===== config.mk =====
export PLATFORM = sky130hd
export DESIGN_NAME = string_literal_unescaper
export DESIGN_NICKNAME = d
export VERILOG_FILES = /design/src/hw/rtl/slu_pkg.sv /design/src/hw/rtl/slu_decode.sv /design/src/hw/rtl/slu_rsp_reg.sv /design/src/hw/rtl/string_literal_unescaper.sv
export SDC_FILE = /design/constraint.sdc
export NUM_CORES = 1
export LEC_CHECK = 0
export ABC_AREA = 1
export BUFFER_PORTS_ARGS = -buffer_cell sky130_fd_sc_hd__buf_2
export CAP_MARGIN = 30
export CORE_ASPECT_RATIO = 0.5
export CORE_MARGIN = 3
export CORE_UTILIZATION = 52
export CTS_CLUSTER_DIAMETER = 60
export CTS_CLUSTER_SIZE = 20
export DETAILED_ROUTE_END_ITERATION = 8
export GPL_ROUTABILITY_DRIVEN = 0
export PLACE_DENSITY = 0.83
export SYNTH_ARGS = -nofsm -noshare
export SYNTH_HDL_FRONTEND = slang
export SYNTH_SLANG_ARGS = --single-unit

===== constraint.sdc =====
create_clock -name clock -period 2.1 [get_ports clock]
set_input_delay 0.42 -clock clock [delete_from_list [all_inputs] [get_ports clock]]
set_output_delay 0.42 -clock clock [all_outputs]
set_load 0.02 [all_outputs]

===== src/hw/rtl/slu_pkg.sv =====
// ----------------------------------------------------------------------------
// String literal unescaper package
// Types, codes and character helpers shared by the unescaper modules.
// ----------------------------------------------------------------------------
package slu_pkg;

   typedef enum logic [2:0] {
      MODE_OPEN  = 3'd0,
      MODE_STR   = 3'd1,
      MODE_ESC   = 3'd2,
      MODE_HEX1  = 3'd3,
      MODE_HEX2  = 3'd4,
      MODE_AFTER = 3'd5
   } mode_type;

   localparam logic [1:0] KIND_BYTE    = 2'd0;
   localparam logic [1:0] KIND_END     = 2'd1;
   localparam logic [1:0] KIND_NOQUOTE = 2'd2;

   localparam logic [7:0] CHAR_QUOTE     = 8'h22;
   localparam logic [7:0] CHAR_BACKSLASH = 8'h5C;
   localparam logic [7:0] CHAR_X         = 8'h78;
   localparam logic [7:0] CHAR_SPACE     = 8'h20;
   localparam logic [7:0] CHAR_TAB       = 8'h09;
   localparam logic [7:0] CHAR_CR        = 8'h0D;
   localparam logic [7:0] CHAR_LF        = 8'h0A;

   typedef struct packed {
      logic       valid;
      logic [1:0] kind;
      logic [7:0] data;
      logic       hex_error;
   } result_type;

   typedef struct packed {
      logic       valid;
      logic [3:0] nibble;
   } hex_digit_type;

   function automatic hex_digit_type hex_value(input logic [7:0] b);
      hex_digit_type h;
      h.valid  = 1'b1;
      h.nibble = 4'd0;
      if (b >= 8'h30 && b <= 8'h39) begin
         h.nibble = b[3:0];
      end else if ((b >= 8'h61 && b <= 8'h66) || (b >= 8'h41 && b <= 8'h46)) begin
         h.nibble = b[3:0] + 4'd9;
      end else begin
         h.valid = 1'b0;
      end
      return h;
   endfunction

   function automatic logic is_space(input logic [7:0] b);
      return b == CHAR_SPACE || b == CHAR_TAB || b == CHAR_CR || b == CHAR_LF;
   endfunction

   function automatic logic [7:0] unescape(input logic [7:0] b);
      logic [7:0] r;
      case (b)
         8'h6E: begin
            r = 8'h0A;
         end
         8'h72: begin
            r = 8'h0D;
         end
         8'h74: begin
            r = 8'h09;
         end
         8'h76: begin
            r = 8'h0B;
         end
         8'h61: begin
            r = 8'h07;
         end
         8'h66: begin
            r = 8'h0C;
         end
         8'h30: begin
            r = 8'h00;
         end
         default: begin
            r = b;
         end
      endcase
      return r;
   endfunction

endpackage


===== src/hw/rtl/slu_decode.sv =====
// ----------------------------------------------------------------------------
// String literal unescaper decoder
// Holds the literal's mode and hex nibble and decodes one byte per step.
// ----------------------------------------------------------------------------
module slu_decode (
   input  logic               clock,
   input  logic               reset,
   input  logic               step,
   input  logic [7:0]         in_byte,
   output slu_pkg::result_type result
);

   slu_pkg::mode_type mode_ff, mode_in;
   logic [3:0]        hex_high_ff, hex_high_in;
   slu_pkg::hex_digit_type digit;

   always_ff @(posedge clock) begin
      if (reset) begin
         mode_ff     <= slu_pkg::MODE_OPEN;
         hex_high_ff <= 4'd0;
      end else if (step) begin
         mode_ff     <= mode_in;
         hex_high_ff <= hex_high_in;
      end
   end

   always_comb begin
      digit       = slu_pkg::hex_value(in_byte);
      mode_in     = mode_ff;
      hex_high_in = hex_high_ff;
      result      = '{valid: 1'b0, kind: slu_pkg::KIND_BYTE, data: in_byte, hex_error: 1'b0};
      case (mode_ff)
         slu_pkg::MODE_STR: begin
            if (in_byte == slu_pkg::CHAR_QUOTE) begin
               mode_in = slu_pkg::MODE_AFTER;
            end else if (in_byte == slu_pkg::CHAR_BACKSLASH) begin
               mode_in = slu_pkg::MODE_ESC;
            end else begin
               result.valid = 1'b1;
            end
         end
         slu_pkg::MODE_ESC: begin
            if (in_byte == slu_pkg::CHAR_X) begin
               mode_in = slu_pkg::MODE_HEX1;
            end else begin
               mode_in      = slu_pkg::MODE_STR;
               result.valid = 1'b1;
               result.data  = slu_pkg::unescape(in_byte);
            end
         end
         slu_pkg::MODE_HEX1: begin
            if (digit.valid) begin
               hex_high_in = digit.nibble;
               mode_in     = slu_pkg::MODE_HEX2;
            end else begin
               mode_in          = slu_pkg::MODE_STR;
               result.valid     = 1'b1;
               result.data      = slu_pkg::CHAR_X;
               result.hex_error = 1'b1;
            end
         end
         slu_pkg::MODE_HEX2: begin
            mode_in      = slu_pkg::MODE_STR;
            result.valid = 1'b1;
            if (digit.valid) begin
               result.data = {hex_high_ff, digit.nibble};
            end else begin
               result.data      = {hex_high_ff, 4'd0};
               result.hex_error = 1'b1;
            end
         end
         slu_pkg::MODE_AFTER: begin
            if (in_byte == slu_pkg::CHAR_QUOTE) begin
               mode_in = slu_pkg::MODE_STR;
            end else if (!slu_pkg::is_space(in_byte)) begin
               mode_in      = slu_pkg::MODE_OPEN;
               result.valid = 1'b1;
               result.kind  = slu_pkg::KIND_END;
            end
         end
         default: begin
            if (in_byte == slu_pkg::CHAR_QUOTE) begin
               mode_in = slu_pkg::MODE_STR;
            end else begin
               mode_in      = slu_pkg::MODE_OPEN;
               result.valid = 1'b1;
               result.kind  = slu_pkg::KIND_NOQUOTE;
            end
         end
      endcase
   end

endmodule


===== src/hw/rtl/slu_rsp_reg.sv =====
// ----------------------------------------------------------------------------
// String literal unescaper result register
// Holds one result word until the downstream side takes it.
// ----------------------------------------------------------------------------
module slu_rsp_reg (
   input  logic                clock,
   input  logic                reset,
   input  logic                load,
   input  slu_pkg::result_type result,
   output logic                ready,
   output logic                rsp_valid,
   input  logic                rsp_stall,
   output logic [1:0]          rsp_kind,
   output logic [7:0]          rsp_data,
   output logic                rsp_hex_error
);

   logic       valid_ff;
   logic [1:0] kind_ff;
   logic [7:0] data_ff;
   logic       hex_error_ff;

   assign ready = !valid_ff || !rsp_stall;

   always_ff @(posedge clock) begin
      if (reset) begin
         valid_ff <= 1'b0;
      end else if (ready) begin
         valid_ff <= load;
      end
   end

   always_ff @(posedge clock) begin
      if (ready && load) begin
         kind_ff      <= result.kind;
         data_ff      <= result.data;
         hex_error_ff <= result.hex_error;
      end
   end

   assign rsp_valid     = valid_ff;
   assign rsp_kind      = kind_ff;
   assign rsp_data      = data_ff;
   assign rsp_hex_error = hex_error_ff;

endmodule


===== src/hw/rtl/string_literal_unescaper.sv =====
// ----------------------------------------------------------------------------
// String literal unescaper
// Decodes a double-quoted string literal from a stream of source bytes.
// ----------------------------------------------------------------------------
// One source byte is taken per cycle and each gives zero or one result word,
// which passes from the input register through the mode update into the
// result register and onto the result ports; the rate is set by the mode
// update between the input register and the result register, and it holds
// at one byte per cycle while the result side keeps taking words. A stalled
// result word stalls a waiting input byte in the same cycle.
module string_literal_unescaper (
   input  logic       clock,
   input  logic       reset,
   input  logic       req_valid,
   output logic       req_stall,
   input  logic [7:0] req_in_byte,
   output logic       rsp_valid,
   input  logic       rsp_stall,
   output logic [1:0] rsp_kind,
   output logic [7:0] rsp_data,
   output logic       rsp_hex_error
);

   logic                byte_valid_ff;
   logic [7:0]          byte_ff;
   logic                out_ready;
   logic                step;
   slu_pkg::result_type result;

   assign step      = byte_valid_ff && out_ready;
   assign req_stall = byte_valid_ff && !out_ready;

   always_ff @(posedge clock) begin
      if (reset) begin
         byte_valid_ff <= 1'b0;
      end else if (!req_stall) begin
         byte_valid_ff <= req_valid;
      end
   end

   always_ff @(posedge clock) begin
      if (req_valid && !req_stall) begin
         byte_ff <= req_in_byte;
      end
   end

   slu_decode u_decode (
      .clock   (clock),
      .reset   (reset),
      .step    (step),
      .in_byte (byte_ff),
      .result  (result)
   );

   slu_rsp_reg u_rsp_reg (
      .clock         (clock),
      .reset         (reset),
      .load          (step && result.valid),
      .result        (result),
      .ready         (out_ready),
      .rsp_valid     (rsp_valid),
      .rsp_stall     (rsp_stall),
      .rsp_kind      (rsp_kind),
      .rsp_data      (rsp_data),
      .rsp_hex_error (rsp_hex_error)
   );

endmodule


==> impl_metrics.env <==
export IMPL_clock_fmax_ghz=0.501
export IMPL_setup_violations=0
export IMPL_clk_latency_ns=0.28
export IMPL_drive_gt1_frac=0.322
export IMPL_vias=1774
export IMPL_holdPathStages=1
export IMPL_cts_root_buf="clkbuf_8"
export IMPL_ys_ff_latch=28
export IMPL_drv_cap=0
export IMPL_cp_slowest_cell="edfxtp_1"
export IMPL_min_from="req_in_byte[2]"
export IMPL_leakagePower_uw=0.00108
export IMPL_drtIter0Drc=203
export IMPL_period_minus_slack_ns=2.00
export IMPL_reg2reg_from="byte_ff[0]$_DFFE_PP_"
export IMPL_cts_hold_buf=0
export IMPL_hp_class="input port to flop"
export IMPL_dpl_hpwl_um=3520
export IMPL_min_to="byte_ff[2]$_DFFE_PP_"
export IMPL_drc=0
export IMPL_power_density_nw_per_um2=609
export IMPL_die_area_um2=4450
export IMPL_pin_count=25
export IMPL_clkSlewWorstSetupHoldPaths_ns=0.10
export IMPL_cts_buffer_depth=2
export IMPL_fin_util=0.693
export IMPL_reg2regPathDepth=11
export IMPL_finalWirelength_um=4430
export IMPL_clock_sinks=28
export IMPL_grt_max_degree=17
export IMPL_firstDrtPassIters=6
export IMPL_worst_setup_path_start_kind="flop"
export IMPL_multiInputGateArea_um2=991
export IMPL_antenna_found_initial=0
export IMPL_layout_commonest_cell="nand2_1"
export IMPL_worst_pin_slew_ns=0.464
export IMPL_wire_per_inst_um=13.4
export IMPL_cp_cell_sequence="buf_4, ha_2, inv_1, nand3_1, nand3_2, nand2_4, nand2_4, nand2_2, o21bai_4, nand2_1, nand2_1"
export IMPL_cts_tree="done"
export IMPL_layout_common_cells="54 x nand2_1, 28 x inv_1, 25 x nor2_1"
export IMPL_yosysSeqAreaShare=0.396
export IMPL_syn_nets=262
export IMPL_skew_ns=0.00905
export IMPL_n_antenna_cell=0
export IMPL_syn_inst=246
export IMPL_core_area_um2=3240
export IMPL_dieWidth_um=91.4
export IMPL_syn_area_per_cell_um2=7.70
export IMPL_first_global_vias=1577
export IMPL_reg2reg_setup_slack_ns=0.10
export IMPL_drv_slew=0
export IMPL_period_share=0.951
export IMPL_outcome="completed"
export IMPL_areaGrowthSynthToFinish_pct=18.5
export IMPL_slowest_delay_ns=0.43
export IMPL_grt_use_total=0.207
export IMPL_viasPerCell=5.36
export IMPL_row_count=14
export IMPL_holdWs_ns=0.309
export IMPL_die_h_um=48.7
export IMPL_end_kind="flop"
export IMPL_port_buffers=24
export IMPL_ant_nets=0
export IMPL_cp_required_ns=2.13
export IMPL_initial_core_util=0.585
export IMPL_grt_pass1_wl_um=7450
export IMPL_nFillCells=246
export IMPL_timing_rr_end="u_rsp_reg.rsp_data[7]$_DFFE_PP_"
export IMPL_htreeDepth=1
export IMPL_relSlewSlack=0.687
export IMPL_seqCellArea_um2=751
export IMPL_cp_max_fo=5
export IMPL_netlist_area_um2=1890
export IMPL_crit_arrival_ns=2.03
export IMPL_globalRouteOverflowTotal=0
export IMPL_layout_nets=300
export IMPL_cts_buffers=3
export IMPL_cp_num_buf_inv=2
export IMPL_critPathKind="flop to flop"
export IMPL_vdd_drop_max_v=0.000323
export IMPL_cp_top_family="simple AND/OR/NAND/NOR gates"
export IMPL_ys_warn_count=0
export IMPL_ys_types=32
export IMPL_hold_violations=0
-- metrics by stage --
step                      cells  setup TNS [ns]  power, uW  instance area [um2]  setup slack (ns)
after floorplan             246               0        852                 1890             0.106
after global placement      322               0        930                 2110            0.0882
after CTS                   328               0       1360                 2200           0.00399
final                       331               0       1370                 2240             0.103
after global routing        331         -0.0792       1430                 2240           -0.0175
after detailed placement    322         -0.0268        936                 2110          -0.00275
-- cell usage after synthesis --
cell,instances,area (um2)
o31ai_1,1,7.51
nor2_2,5,31.3
nor2_4,3,33.8
nand3_1,16,80.1
nor3_1,1,5.00
o21bai_2,1,11.3
edfxtp_1,19,571
o21ai_2,3,26.3
o21ai_0,6,30.0
o22ai_1,1,6.26
ha_1,4,50.1
a21oi_1,13,65.1
nand2_2,10,62.6
o21bai_4,1,18.8
nor2_1,25,93.8
nand3_2,3,30.0
inv_2,9,33.8
dfxtp_1,9,180
nand2_1,56,210
nand2_4,4,45.0
buf_6,2,22.5
o21ai_1,6,30.0
and3_1,1,6.26
inv_4,1,6.26
or2_0,1,6.26
nand4_1,5,31.3
a22oi_1,2,15.0
nor2_8,1,20.0
nand3b_1,1,7.51
and3_2,2,15.0
inv_1,31,116
xor2_1,3,26.3
-- how the worst max path moves through the flow --
stage	start	to	slack, ns	cells after the start
6_report	byte_ff[0]$_DFFE_PP_	u_rsp_reg.rsp_data[7]$_DFFE_PP_	0.10	11
5_1_grt	byte_ff[1]$_DFFE_PP_	u_rsp_reg.rsp_data[2]$_DFFE_PP_	-0.02	10
4_1_cts	byte_ff[1]$_DFFE_PP_	u_rsp_reg.rsp_data[3]$_DFFE_PP_	0.004	12
3_5_place_dp	byte_ff[0]$_DFFE_PP_	u_rsp_reg.rsp_data[2]$_DFFE_PP_	-0.003	12
3_3_place_gp	byte_ff[0]$_DFFE_PP_	u_rsp_reg.rsp_data[0]$_DFFE_PP_	0.09	12
2_1_floorplan	byte_ff[0]$_DFFE_PP_	u_rsp_reg.rsp_data[0]$_DFFE_PP_	0.11	11
-- cell families (layout without fill, tap and decap cells) --
logic type      count (synthesis)  after routing  synth area share
simple gates                  134            134             0.358
buf+inv                        43             80            0.0945
compound gates                 34             34             0.111
flops                          28             28             0.396
fa+ha+maj                       4              4            0.0264
xor+xnor                        3              3            0.0139
-- sequential cells by signal (all words and copies together), names as in the netlist --
register                 count
u_decode.mode_ff             3
u_rsp_reg.rsp_hex_error      1
u_rsp_reg.rsp_data           8
byte_ff                      8
u_rsp_reg.rsp_valid          1
u_rsp_reg.rsp_kind           2
byte_valid_ff                1
u_decode.hex_high_ff         4
-- power breakdown --
part / internal [uW] / total [uW] / switching (uW)
clock: 255 / 421 / 165
sequential: 631 / 655 / 24.3
combinational: 104 / 291 / 187
total: 990 / 1370 / 377
-- per-layer routing --
layer / GRT usage / wire length, um / vias to the layer above
li1: - / - / 877
met1: 0.308 / 2090 / 791
met2: 0.322 / 1830 / 86
met3: 0.0433 / 408 / 20
met4: 0.0225 / 95 / 0
met5: 0 / 0 / -
-- layout make-up --
type                       count  area share
multi-input combinational    175       0.441
clock inverter                 1      0.0134
clock buffer                   3      0.0184
sequential                    28       0.334
timing repair buffer          35      0.0959
tap                           48      0.0268
inverter                      41      0.0697
-- repair_timing --
item,4_1_cts,5_1_grt
pin swaps,0,1
setup buffers,2,3
cloned,0,0
setup endpoints to repair,11,16
resized for setup,0,11
endpoints found under the hold margin,0,0
No activity file was read; power rests on OpenSTA's default activity.
